### src/hw/rtl/bped_pkg.sv
// types and constants of the bit-parallel edit distance block
`timescale 1ns / 1ps

package bped_pkg;

  localparam int DIST_W     = 16;
  localparam int CHAR_W     = 8;
  localparam int CMD_W      = 2;
  localparam int POS_W      = 6;
  localparam int QLEN_W     = 7;
  localparam int LIM_W      = 8;
  localparam int CFG_IDX_W  = 1;
  localparam int CFG_DATA_W = 8;
  localparam int WALK_STEP  = 8;
  localparam int OFF_W      = 8;

  localparam logic [DIST_W-1:0] DIST_MAX = 16'hFFFF;

  localparam logic [CMD_W-1:0] CMD_LOAD  = 2'd0;
  localparam logic [CMD_W-1:0] CMD_START = 2'd1;
  localparam logic [CMD_W-1:0] CMD_STEP  = 2'd2;

  localparam logic [CFG_IDX_W-1:0] CFG_QUERY_LENGTH = 1'b0;
  localparam logic [CFG_IDX_W-1:0] CFG_MAX_DISTANCE = 1'b1;

  typedef struct packed {
    logic capture;
    logic load_en;
    logic start_en;
    logic match_en;
    logic adv_en;
    logic walk_init;
    logic walk_en;
    logic out_load;
  } ctrl_t;

endpackage

### src/hw/rtl/bit_parallel_edit_distance.sv
// bit-parallel edit distance: an accepted word passes through the prep, column walk and done states,
// a step word first through the match and advance states; the walk covers 8 entries per cycle, and a new
// word is taken only once the result is loaded in the done state, which waits while a result is stalled.
// reset clears the vectors, the running distance, both config registers and the control state;
// the query store keeps its contents and is undefined until loaded.
`timescale 1ns / 1ps

module bit_parallel_edit_distance #(
  parameter int MAX_QUERY = 64
) (
  input  logic                            clk,
  input  logic                            rst_n,
  input  logic                            in_valid,
  output logic                            in_ready,
  input  logic [bped_pkg::CMD_W-1:0]      in_command,
  input  logic [bped_pkg::POS_W-1:0]      in_position,
  input  logic [bped_pkg::CHAR_W-1:0]     in_char_byte,
  output logic                            out_valid,
  input  logic                            out_ready,
  output logic [bped_pkg::DIST_W-1:0]     out_distance,
  output logic                            out_within_limit,
  output logic                            out_may_still_match,
  input  logic                            cfg_valid,
  output logic                            cfg_ready,
  input  logic [bped_pkg::CFG_IDX_W-1:0]  cfg_index,
  input  logic [bped_pkg::CFG_DATA_W-1:0] cfg_data
);

  localparam int CHUNKS = (MAX_QUERY + bped_pkg::WALK_STEP - 1) / bped_pkg::WALK_STEP;

  bped_pkg::ctrl_t ctrl;

  assign cfg_ready = 1'b1;

  bped_controller #(
    .CHUNKS (CHUNKS)
  ) u_ctrl (
    .clk        (clk),
    .rst_n      (rst_n),
    .in_valid   (in_valid),
    .in_ready   (in_ready),
    .in_command (in_command),
    .out_valid  (out_valid),
    .out_ready  (out_ready),
    .ctrl       (ctrl)
  );

  bped_datapath #(
    .MAX_QUERY (MAX_QUERY)
  ) u_dp (
    .clk                 (clk),
    .rst_n               (rst_n),
    .ctrl                (ctrl),
    .in_position         (in_position),
    .in_char_byte        (in_char_byte),
    .cfg_we              (cfg_valid & cfg_ready),
    .cfg_index           (cfg_index),
    .cfg_data            (cfg_data),
    .out_distance        (out_distance),
    .out_within_limit    (out_within_limit),
    .out_may_still_match (out_may_still_match)
  );

endmodule

### src/hw/rtl/bped_controller.sv
// sequencer for load, start, step and the column walk
`timescale 1ns / 1ps

module bped_controller #(
  parameter int CHUNKS = 8
) (
  input  logic                       clk,
  input  logic                       rst_n,
  input  logic                       in_valid,
  output logic                       in_ready,
  input  logic [bped_pkg::CMD_W-1:0] in_command,
  output logic                       out_valid,
  input  logic                       out_ready,
  output bped_pkg::ctrl_t            ctrl
);

  localparam int CNT_W = (CHUNKS > 1) ? $clog2(CHUNKS) : 1;

  localparam logic [2:0] S_IDLE  = 3'd0;
  localparam logic [2:0] S_MATCH = 3'd1;
  localparam logic [2:0] S_ADV   = 3'd2;
  localparam logic [2:0] S_PREP  = 3'd3;
  localparam logic [2:0] S_WALK  = 3'd4;
  localparam logic [2:0] S_DONE  = 3'd5;

  logic [2:0]       state_r, state_nxt;
  logic [CNT_W-1:0] cnt_r, cnt_nxt;
  logic             out_valid_r, out_valid_nxt;

  always_comb begin
    state_nxt = state_r;
    cnt_nxt   = cnt_r;
    ctrl      = '0;
    case (state_r)
      S_IDLE: begin
        if (in_valid) begin
          ctrl.capture  = 1'b1;
          ctrl.load_en  = (in_command == bped_pkg::CMD_LOAD);
          ctrl.start_en = (in_command == bped_pkg::CMD_START);
          state_nxt     = (in_command == bped_pkg::CMD_STEP) ? S_MATCH : S_PREP;
        end
      end
      S_MATCH: begin
        ctrl.match_en = 1'b1;
        state_nxt     = S_ADV;
      end
      S_ADV: begin
        ctrl.adv_en = 1'b1;
        state_nxt   = S_PREP;
      end
      S_PREP: begin
        ctrl.walk_init = 1'b1;
        cnt_nxt        = CNT_W'(CHUNKS - 1);
        state_nxt      = S_WALK;
      end
      S_WALK: begin
        ctrl.walk_en = 1'b1;
        if (cnt_r == '0) begin
          state_nxt = S_DONE;
        end else begin
          cnt_nxt = cnt_r - 1'b1;
        end
      end
      S_DONE: begin
        if (!out_valid_r || out_ready) begin
          ctrl.out_load = 1'b1;
          state_nxt     = S_IDLE;
        end
      end
      default: begin
        state_nxt = S_IDLE;
      end
    endcase
  end

  always_comb begin
    if (ctrl.out_load) begin
      out_valid_nxt = 1'b1;
    end else if (out_ready) begin
      out_valid_nxt = 1'b0;
    end else begin
      out_valid_nxt = out_valid_r;
    end
  end

  always_ff @(posedge clk) begin
    if (!rst_n) begin
      state_r     <= S_IDLE;
      cnt_r       <= '0;
      out_valid_r <= 1'b0;
    end else begin
      state_r     <= state_nxt;
      cnt_r       <= cnt_nxt;
      out_valid_r <= out_valid_nxt;
    end
  end

  assign in_ready  = (state_r == S_IDLE);
  assign out_valid = out_valid_r;

endmodule

### src/hw/rtl/bped_datapath.sv
// query store, delta vectors, column step and reachability walk
`timescale 1ns / 1ps

module bped_datapath #(
  parameter int MAX_QUERY = 64
) (
  input  logic                            clk,
  input  logic                            rst_n,
  input  bped_pkg::ctrl_t                 ctrl,
  input  logic [bped_pkg::POS_W-1:0]      in_position,
  input  logic [bped_pkg::CHAR_W-1:0]     in_char_byte,
  input  logic                            cfg_we,
  input  logic [bped_pkg::CFG_IDX_W-1:0]  cfg_index,
  input  logic [bped_pkg::CFG_DATA_W-1:0] cfg_data,
  output logic [bped_pkg::DIST_W-1:0]     out_distance,
  output logic                            out_within_limit,
  output logic                            out_may_still_match
);

  localparam int W      = MAX_QUERY;
  localparam int LEN_W  = $clog2(MAX_QUERY + 1);
  localparam int STEP   = bped_pkg::WALK_STEP;
  localparam int CHUNKS = (MAX_QUERY + STEP - 1) / STEP;
  localparam int PAD_W  = CHUNKS * STEP;
  localparam int DW     = bped_pkg::DIST_W;
  localparam int OW     = bped_pkg::OFF_W;
  localparam int SUM_W  = DW + 2;

  logic [bped_pkg::CHAR_W-1:0] qb_r [W];

  logic [W-1:0]                  pv_r, pv_nxt;
  logic [W-1:0]                  mv_r, mv_nxt;
  logic [DW-1:0]                 col_r, col_nxt;
  logic [bped_pkg::QLEN_W-1:0]   qlen_r, qlen_nxt;
  logic [bped_pkg::LIM_W-1:0]    lim_r, lim_nxt;
  logic [bped_pkg::CHAR_W-1:0]   tgt_r;
  logic [W-1:0]                  eq_r, eq_nxt;
  logic [PAD_W-1:0]              pw_r, pw_nxt;
  logic [PAD_W-1:0]              qw_r, qw_nxt;
  logic signed [OW-1:0]          off_r, off_nxt;
  logic signed [OW-1:0]          min_r, min_nxt;
  logic [DW-1:0]                 dist_r;
  logic                          within_r, within_nxt;
  logic                          reach_r, reach_nxt;

  logic [LEN_W-1:0] m;
  logic [W-1:0]     mask;
  logic [W-1:0]     last;

  assign m = (qlen_r > bped_pkg::QLEN_W'(MAX_QUERY)) ? LEN_W'(MAX_QUERY) : LEN_W'(qlen_r);

  for (genvar i = 0; i < W; i++) begin : g_lane
    assign mask[i]   = (LEN_W'(i) < m);
    assign last[i]   = (LEN_W'(i + 1) == m);
    assign eq_nxt[i] = (qb_r[i] == tgt_r) && mask[i];

    always_ff @(posedge clk) begin
      if (ctrl.load_en && (in_position == bped_pkg::POS_W'(i))) begin
        qb_r[i] <= in_char_byte;
      end
    end
  end

  // column step
  logic [W-1:0]  xv, xh, ph, mh, ph2, mh2, carry_sum;
  logic          ph_last, mh_last;
  logic [DW-1:0] d_inc, d_dec;

  always_comb begin
    xv        = eq_r | mv_r;
    carry_sum = (eq_r & pv_r) + pv_r;
    xh        = (carry_sum ^ pv_r) | eq_r;
    ph        = mv_r | ~(xh | pv_r);
    mh        = pv_r & xh;
    ph_last   = |(ph & last);
    mh_last   = |(mh & last);
    d_inc     = (ph_last && (col_r != bped_pkg::DIST_MAX)) ? col_r + 1'b1 : col_r;
    d_dec     = (mh_last && (d_inc != '0)) ? d_inc - 1'b1 : d_inc;
    ph2       = (ph << 1) | W'(1);
    mh2       = mh << 1;
  end

  always_comb begin
    pv_nxt  = pv_r;
    mv_nxt  = mv_r;
    col_nxt = col_r;
    if (ctrl.start_en) begin
      pv_nxt  = mask;
      mv_nxt  = '0;
      col_nxt = DW'(m);
    end else if (ctrl.adv_en) begin
      if (m == '0) begin
        pv_nxt  = '0;
        mv_nxt  = '0;
        col_nxt = (col_r != bped_pkg::DIST_MAX) ? col_r + 1'b1 : col_r;
      end else begin
        pv_nxt  = (mh2 | ~(xv | ph2)) & mask;
        mv_nxt  = (ph2 & xv) & mask;
        col_nxt = d_dec;
      end
    end
  end

  always_comb begin
    qlen_nxt = qlen_r;
    lim_nxt  = lim_r;
    if (cfg_we) begin
      case (cfg_index)
        bped_pkg::CFG_QUERY_LENGTH: qlen_nxt = cfg_data[bped_pkg::QLEN_W-1:0];
        bped_pkg::CFG_MAX_DISTANCE: lim_nxt  = cfg_data;
        default: begin
          qlen_nxt = qlen_r;
        end
      endcase
    end
  end

  // walk upward from the bottom entry, one chunk of the column per cycle
  logic [STEP-1:0]      top_p, top_q;
  logic signed [OW-1:0] run_off, run_min;

  always_comb begin
    top_p   = pw_r[PAD_W-1 -: STEP];
    top_q   = qw_r[PAD_W-1 -: STEP];
    run_off = off_r;
    run_min = min_r;
    for (int k = STEP - 1; k >= 0; k--) begin
      if (top_p[k]) begin
        run_off = run_off - OW'(1);
      end else if (top_q[k]) begin
        run_off = run_off + OW'(1);
      end
      if (run_off < run_min) begin
        run_min = run_off;
      end
    end
  end

  always_comb begin
    pw_nxt  = pw_r;
    qw_nxt  = qw_r;
    off_nxt = off_r;
    min_nxt = min_r;
    if (ctrl.walk_init) begin
      pw_nxt  = PAD_W'(pv_r & mask) << (PAD_W - W);
      qw_nxt  = PAD_W'(mv_r & mask) << (PAD_W - W);
      off_nxt = '0;
      min_nxt = '0;
    end else if (ctrl.walk_en) begin
      pw_nxt  = pw_r << STEP;
      qw_nxt  = qw_r << STEP;
      off_nxt = run_off;
      min_nxt = run_min;
    end
  end

  logic signed [SUM_W-1:0] reach_sum;

  assign reach_sum  = $signed({2'b00, col_r}) + $signed({{(SUM_W - OW){min_r[OW-1]}}, min_r});
  assign reach_nxt  = (reach_sum <= $signed({{(SUM_W - bped_pkg::LIM_W){1'b0}}, lim_r}));
  assign within_nxt = (col_r <= DW'(lim_r));

  always_ff @(posedge clk) begin
    if (!rst_n) begin
      pv_r   <= '0;
      mv_r   <= '0;
      col_r  <= '0;
      qlen_r <= '0;
      lim_r  <= '0;
    end else begin
      pv_r   <= pv_nxt;
      mv_r   <= mv_nxt;
      col_r  <= col_nxt;
      qlen_r <= qlen_nxt;
      lim_r  <= lim_nxt;
    end
  end

  always_ff @(posedge clk) begin
    if (ctrl.capture) begin
      tgt_r <= in_char_byte;
    end
    if (ctrl.match_en) begin
      eq_r <= eq_nxt;
    end
    pw_r  <= pw_nxt;
    qw_r  <= qw_nxt;
    off_r <= off_nxt;
    min_r <= min_nxt;
    if (ctrl.out_load) begin
      dist_r   <= col_r;
      within_r <= within_nxt;
      reach_r  <= reach_nxt;
    end
  end

  assign out_distance        = dist_r;
  assign out_within_limit    = within_r;
  assign out_may_still_match = reach_r;

endmodule

### config.mk
export PLATFORM = sky130hd
export DESIGN_NAME = bit_parallel_edit_distance
export DESIGN_NICKNAME = d
export VERILOG_FILES = /design/src/hw/rtl/bped_pkg.sv /design/src/hw/rtl/bit_parallel_edit_distance.sv /design/src/hw/rtl/bped_controller.sv /design/src/hw/rtl/bped_datapath.sv
export SDC_FILE = /design/constraint.sdc
export NUM_CORES = 2
export LEC_CHECK = 0
export BUFFER_PORTS_ARGS = -buffer_cell sky130_fd_sc_hd__buf_2
export CAP_MARGIN = 30
export CORE_MARGIN = 4
export CORE_UTILIZATION = 60
export CTS_CLUSTER_SIZE = 20
export DETAILED_ROUTE_END_ITERATION = 10
export GPL_TIMING_DRIVEN = 0
export PLACE_DENSITY_LB_ADDON = 0.08
export SLEW_MARGIN = 10
export SYNTH_ARGS = -nofsm -noshare
export SYNTH_HDL_FRONTEND = slang
export SYNTH_SLANG_ARGS = --single-unit
export TNS_END_PERCENT = 5
### constraint.sdc
create_clock -name clk -period 35.4 [get_ports clk]
set_input_delay 3.54 -clock clk [delete_from_list [all_inputs] [get_ports clk]]
set_output_delay 3.54 -clock clk [all_outputs]
set_load 0.005 [all_outputs]
* After elaboration in Yosys (flattened, before gate mapping)
Memories as Yosys holds them, arrays and structs flattened.
Index checks and enable logic that the tools add are counted.
** Storage, ports and cells
- Register bits :: 400
- Memories :: 1
- Input bits :: 30
- Bits in writable memories :: 512
- Word-level logic and storage cells :: 927
** Cells by class
- Bitwise gates (word level) :: 20
- $lt $le $gt $ge :: 75
- Add/sub/neg operators :: 21
- Multiplexer cells :: 373
- Reductions and logical operators :: 214
- Equal/unequal tests :: 205
** Memories
- u_dp.qb_r :: words 64, bits a word 8, read ports 64, clocked after memory_dff 0, write ports 1, RTL line bped_datapath.sv:29 : logic [bped_pkg::CHAR_W-1:0] qb_r [W];
** Operators by type and width (count)
- two-way mux 8 bit :: 87
- AND 64 bit :: 9
- equality test 8 bit :: 64
- two-way mux 64 bit :: 8
- OR reduction 8 bit :: 63
- OR 64 bit :: 6
- two-way mux 6 bit :: 63
- equality test 6 x 7 -> 1 bit (first input constant) :: 32
- < comparator 6 x 7 -> 1 bit (first input constant) :: 32
- two-way mux 1 bit :: 199
- equality test 6 bit (second input constant) :: 32
- logical AND 1 bit :: 130
- inverter 64 bit :: 2
- OR reduction 64 bit :: 2
- equality test 5 x 7 -> 1 bit (first input constant) :: 16
- < comparator 5 x 7 -> 1 bit (first input constant) :: 16
- equality test 6 x 5 -> 1 bit (second input constant) :: 16
- adder 64 bit :: 1
- adder 8 x 2 -> 8 bit (second input constant) :: 8
- < comparator 8 bit :: 8
- two-way mux 16 bit :: 4
- subtractor 8 x 2 -> 8 bit (second input constant) :: 8
- bitwise XOR 64 bit :: 1
- equality test 4 x 7 -> 1 bit (first input constant) :: 8
- 45 further kinds :: 93

* Depth between registers and ports, before layout
- Depth in word-level cells :: 70
- Depth in mapped cells :: 82
- Mapped depth without buffers :: 76

* Modules after synthesis
Synthesis repeated with hierarchy kept, for this count alone.
** Unflattened totals
- Cell total of the unflattened synthesis :: 5053
- Area total of the unflattened synthesis :: 51693.3 um2
** Modules (own cells, without submodules)
- bped_datapath :: area each 51177.8 um2, cells an instance 4995, seq. area each 25424.4 um2, times used 1
- bped_controller :: area each 504.2 um2, cells an instance 56, seq. area each 140.1 um2, times used 1
- bit_parallel_edit_distance :: area each 11.3 um2, cells an instance 2, seq. area each 0.0 um2, times used 1

* Worst setup path after synthesis
OpenSTA, ideal clock, no wires.
- Path type :: register to register
- Start :: register u_dp.pw_r[63]
- End :: register u_dp.min_r[1]
- Stages on the path, launching flop included :: 77
- Arrival :: 15.300 ns
- Slack :: 19.841 ns
- Required time :: 35.142 ns
- Cell sequence :: edfxtp_1 -> buf_4 -> nor2b_2 -> and4_1 -> nand2_1 -> nor3_1 -> a21oi_1 -> xnor2_1 -> ha_1 -> nor2b_1 -> nor3_1 -> a211oi_1 -> clkbuf_1 -> nor2_1 -> a21oi_1 -> ha_1 -> and4_1 -> nand2_1 -> (+41 left out) -> ha_1 -> a21o_1 -> a21o_1 -> a21oi_1 -> a2111oi_2 -> o32ai_2 -> clkbuf_1 -> nand2_1 -> o21a_1 -> ha_1 -> a21o_1 -> a211oi_1 -> mux2i_1 -> a21oi_1 -> nand2_1 -> o31ai_4 -> mux2i_1 -> o22ai_1
** Between the ends
- Longest elaborated chain between the ends :: 24
- Elaborated cells between the ends (all ways) :: 45
- Classes of those cells :: add/sub: 14; order compare: 8; mux: 23
** RTL lines
- start: declaration :: RTL line bped_datapath.sv:38 : logic [PAD_W-1:0] pw_r, pw_nxt;
- start signal: assignment :: RTL line bped_datapath.sv:186 : pw_r <= pw_nxt;
- two-way mux 8 bit * :: RTL line bped_datapath.sv:128 : if (top_p[k]) begin
- adder 8 x 2 -> 8 bit :: RTL line bped_datapath.sv:131 : run_off = run_off + OW'(1);
- two-way mux 8 bit :: RTL line bped_datapath.sv:130 : end else if (top_q[k]) begin
- two-way mux 8 bit :: RTL line bped_datapath.sv:128
- adder 8 x 2 -> 8 bit :: RTL line bped_datapath.sv:131
- two-way mux 8 bit :: RTL line bped_datapath.sv:130
- two-way mux 8 bit :: RTL line bped_datapath.sv:128
- adder 8 x 2 -> 8 bit :: RTL line bped_datapath.sv:131
- (+8 left out)
- adder 8 x 2 -> 8 bit :: RTL line bped_datapath.sv:131
- two-way mux 8 bit :: RTL line bped_datapath.sv:130
- two-way mux 8 bit :: RTL line bped_datapath.sv:128
- adder 8 x 2 -> 8 bit :: RTL line bped_datapath.sv:131
- two-way mux 8 bit :: RTL line bped_datapath.sv:130
- two-way mux 8 bit :: RTL line bped_datapath.sv:128
- < comparator 8 bit :: RTL line bped_datapath.sv:133 : if (run_off < run_min) begin
- two-way mux 8 bit * :: RTL line bped_datapath.sv:133
- end signal: assignment :: RTL line bped_datapath.sv:189 : min_r <= min_nxt;
- end: declaration :: RTL line bped_datapath.sv:41 : logic signed [OW-1:0] min_r, min_nxt;
Mark *: on every way between the ends. The rest lies on a longest branch, timed or not.
A chain may end at the register's enable or synchronous reset.

* Worst setup path after layout
- Start :: register u_dp.qw_r[63]
- End :: register u_dp.min_r[1]
** Between the ends
- Longest elaborated chain between the ends :: 25
- Elaborated cells between the ends (all ways) :: 46
- Classes of those cells :: add/sub: 14; order compare: 8; mux: 24
** RTL lines
- start: declaration :: RTL line bped_datapath.sv:39 : logic [PAD_W-1:0] qw_r, qw_nxt;
- start signal: assignment :: RTL line bped_datapath.sv:187 : qw_r <= qw_nxt;
- two-way mux 8 bit * :: RTL line bped_datapath.sv:130
- two-way mux 8 bit * :: RTL line bped_datapath.sv:128
- adder 8 x 2 -> 8 bit :: RTL line bped_datapath.sv:131
- two-way mux 8 bit :: RTL line bped_datapath.sv:130
- two-way mux 8 bit :: RTL line bped_datapath.sv:128
- adder 8 x 2 -> 8 bit :: RTL line bped_datapath.sv:131
- two-way mux 8 bit :: RTL line bped_datapath.sv:130
- two-way mux 8 bit :: RTL line bped_datapath.sv:128
- (+9 left out)
- adder 8 x 2 -> 8 bit :: RTL line bped_datapath.sv:131
- two-way mux 8 bit :: RTL line bped_datapath.sv:130
- two-way mux 8 bit :: RTL line bped_datapath.sv:128
- adder 8 x 2 -> 8 bit :: RTL line bped_datapath.sv:131
- two-way mux 8 bit :: RTL line bped_datapath.sv:130
- two-way mux 8 bit :: RTL line bped_datapath.sv:128
- < comparator 8 bit :: RTL line bped_datapath.sv:133
- two-way mux 8 bit * :: RTL line bped_datapath.sv:133
Marks and branches as above.

==> results.cfg <==
[outcome]
status = finished, final reports clean

[sta]
setup_tns_ns = 0
timing.fmax_mhz = 53.5
max-slew-margin-rel_pct = 16.3
final.min_clock_period_ns = 18.68
post-route-period-util_pct = 52.8
worstMarginPinSlew_ns = 1.24
slew_violations = 0
finalHoldViolations = 0
clock_skew_ns = 0.0301
final-setup-viol-count = 0
rsz0062_at_grt = false

[floorplanning]
die_w_um = 299
ios = 51
initial_utilization_pct = 60.7
core-area_um2 = 83800
num_rows = 106
die_h_um = 299
dieArea_um2 = 89500

[placed_design]
dpl.hpwl_mm = 154
gp_congestion = 1.04
port_buffers = 46

[global_routing]
grt_pass1_wl_mm = 298
grt_max_degree = 69
grt_pass1_vias = 42600
grt_antenna_before_repair = 13
grt_overflow = 0
grt_use_total_pct = 46.0

[routing]
drc = 0
wirelength_mm = 210
dr.first_iter.drc_count = 6619
vias = 45200
drt-vias-per-instance = 6.95
antenna_left = 0
dr.pass1.iters = 9
wl_per_cell_um = 32.3

[synthesis]
async_reset_ff_share_pct = 0
synth_top_cell_by_area = edfxtp_1
syn_area_um2 = 50900
synth_edf_count = 730
yosys_warnings = 0
syn-num-nets = 5174
synthDistinctLibCells = 127
ys_top_cells_by_area = edfxtp_1 43%, xnor2_1 8.1%, dfxtp_1 7.2%
synth_top_area_share_pct = 43.1
ys.flop_type = edfxtp_1
synth_seq_cells = 912
ys_seq_area_share_pct = 50.3
syn_avg_cell_area_um2 = 10.1
syn-instance-count = 5029

[critical_path]
cp_max_fo = 10
worstSetupStartpointType = register
path_class = reg2reg
path_common_cell = ha_1
cp.required_ns = 35.98
slowest_stage = a211oi_1
slowest_delay_ns = 0.76
cp-end-kind = register
worstPathArrival_ns = 19.27

[cts]
ctsResizeCount = 0
root_buffer = clkbuf_16
clkTransAtPathRegs_ns = 0.07
cts.sinks = 912
clk_path_buf_depth = 3
cts_tree = done
cts_setup_buffers = 0
clock_latency_ns = 0.71
numCtsBuffers = 93
htree_levels = 3
cts-hold-fix-buffers = 0

[min_path]
hold_path_class = reg2reg

[flow_run]
maxCapViolCount = 0

[final_layout]
syn_to_final_growth_pct = 12.2
drive_gt1_share_pct = 8.45
nets = 5432
## metrics by stage
| stage | std cells | cell area [um^2] | utilization, % | setup WS [ns] | hold WS, ns |
|---|---|---|---|---|---|
| 2_1_floorplan | 5029 | 50900 | - | 19.84 | 0.432 |
| 3_3_place_gp | 6209 | 52500 | 62.6 | 17.16 | 0.443 |
| 3_5_place_dp | 6312 | 53800 | 64.2 | 17.03 | 0.448 |
| 4_1_cts | 6484 | 56900 | 67.9 | 16.98 | 0.457 |
| 5_1_grt | 6498 | 57000 | 68.1 | 15.10 | 0.486 |
| 6_report | 6507 | 57100 | 68.1 | 16.72 | 0.455 |
## cell usage in the layout (no fill, tap or decap), types with 95 or more instances in the layout
cell       count
a21oi_1      358
clkbuf_1     248
clkbuf_16     95
dfxtp_1      182
edfxtp_1     730
ha_1         114
inv_1        117
nand2_1      477
nand3_1      119
nand4_1      141
nor2_1       433
nor3_1       219
o21ai_0      271
xnor2_1      469
xor2_1       109
## per-layer routing
metal  vias up  global-route usage [%]  wire, um
met5         -                       0        93
met4        16                    35.7     21300
met3      1098                    12.8     27000
met2      3744                    69.5     90200
met1     21400                    55.7     71900
li1      19000                       -         -
## layout make-up
class,count,area (um^2)
buffer,285,1130
tap,1134,1420
timing repair buffer,163,1620
antenna,9,22.5
clock buffer,133,2610
inverter,124,475
sequential,912,25600
clock inverter,39,474
fill,6289,26700
multi-input combinational,3708,23800
## logic make-up (layout without fill, tap and decap cells)
group	after synthesis	count (layout)	synth area share (%)
compound gates	1098	1098	13.9
fa+ha+maj	130	130	3.14
mux	65	65	1.34
xor+xnor	596	596	10.7
flops	912	912	50.3
other cells	1	10	0.00737
buf+inv	409	744	3.12
simple gates	1818	1818	17.6
## synth_stat cells, drive strengths merged (17+ instances only)
master,n
nor4,63
or3,30
nand4,141
edfxtp,730
o21ai,287
mux2,17
nand2b,46
and3,66
inv,124
xor2,113
nor2,438
nor3,223
nor3b,17
o211ai,17
xnor2,482
buf,58
a21oi,361
nand3b,26
ha,114
a211oi,43
a21o,44
a22oi,20
nand2,477
o21bai,29
clkbuf,227
dfxtp,182
and2,19
a31oi,29
nor2b,55
mux2i,48
a22o,17
o31ai,31
o22ai,20
nand3,119
or2,22
o21a,32
## worst paths after layout
check	startpoint	to	slack [ns]	cells past startpoint
setup / recovery	u_dp.qw_r[63]$_DFFE_PP_	u_dp.min_r[1]$_SDFFE_PP0P_	16.72	74
hold / removal	u_dp.lim_r[4]$_SDFFE_PN0P_	u_dp.lim_r[4]$_SDFFE_PN0P_	0.46	2
hold reg to reg	u_dp.lim_r[4]$_SDFFE_PN0P_	u_dp.lim_r[4]$_SDFFE_PN0P_	0.46	2
setup reg to reg	u_dp.qw_r[63]$_DFFE_PP_	u_dp.min_r[1]$_SDFFE_PP0P_	16.72	74
## flip-flops by register name, summed over array words and instances (netlist names), 7 cells and up
| signal | count |
|---|---|
| u_dp.min_r | 8 |
| u_dp.qw_r | 64 |
| u_dp.pw_r | 64 |
| u_dp.col_r | 16 |
| u_dp.qlen_r | 7 |
| u_dp.out_distance | 16 |
| u_dp.pv_r | 64 |
| u_dp.off_r | 8 |
| u_dp.lim_r | 8 |
| u_dp.mv_r | 64 |
| u_dp.eq_r | 64 |
| u_dp.tgt_r | 8 |
| u_dp.qb_r | 512 |
## critical path: cells and delay by family, from the launching register on
family	cells	cell delay (ns)
compound gates	34	9.27
flops	1	0.50
xor+xnor	1	0.29
buf+inv	6	1.69
fa+ha+maj	8	2.31
simple gates	19	2.83
mux	6	1.61
Power is left out: the tool's default activity adds up to more than one toggle a clock period on the data nets, which glitch-free logic cannot reach.
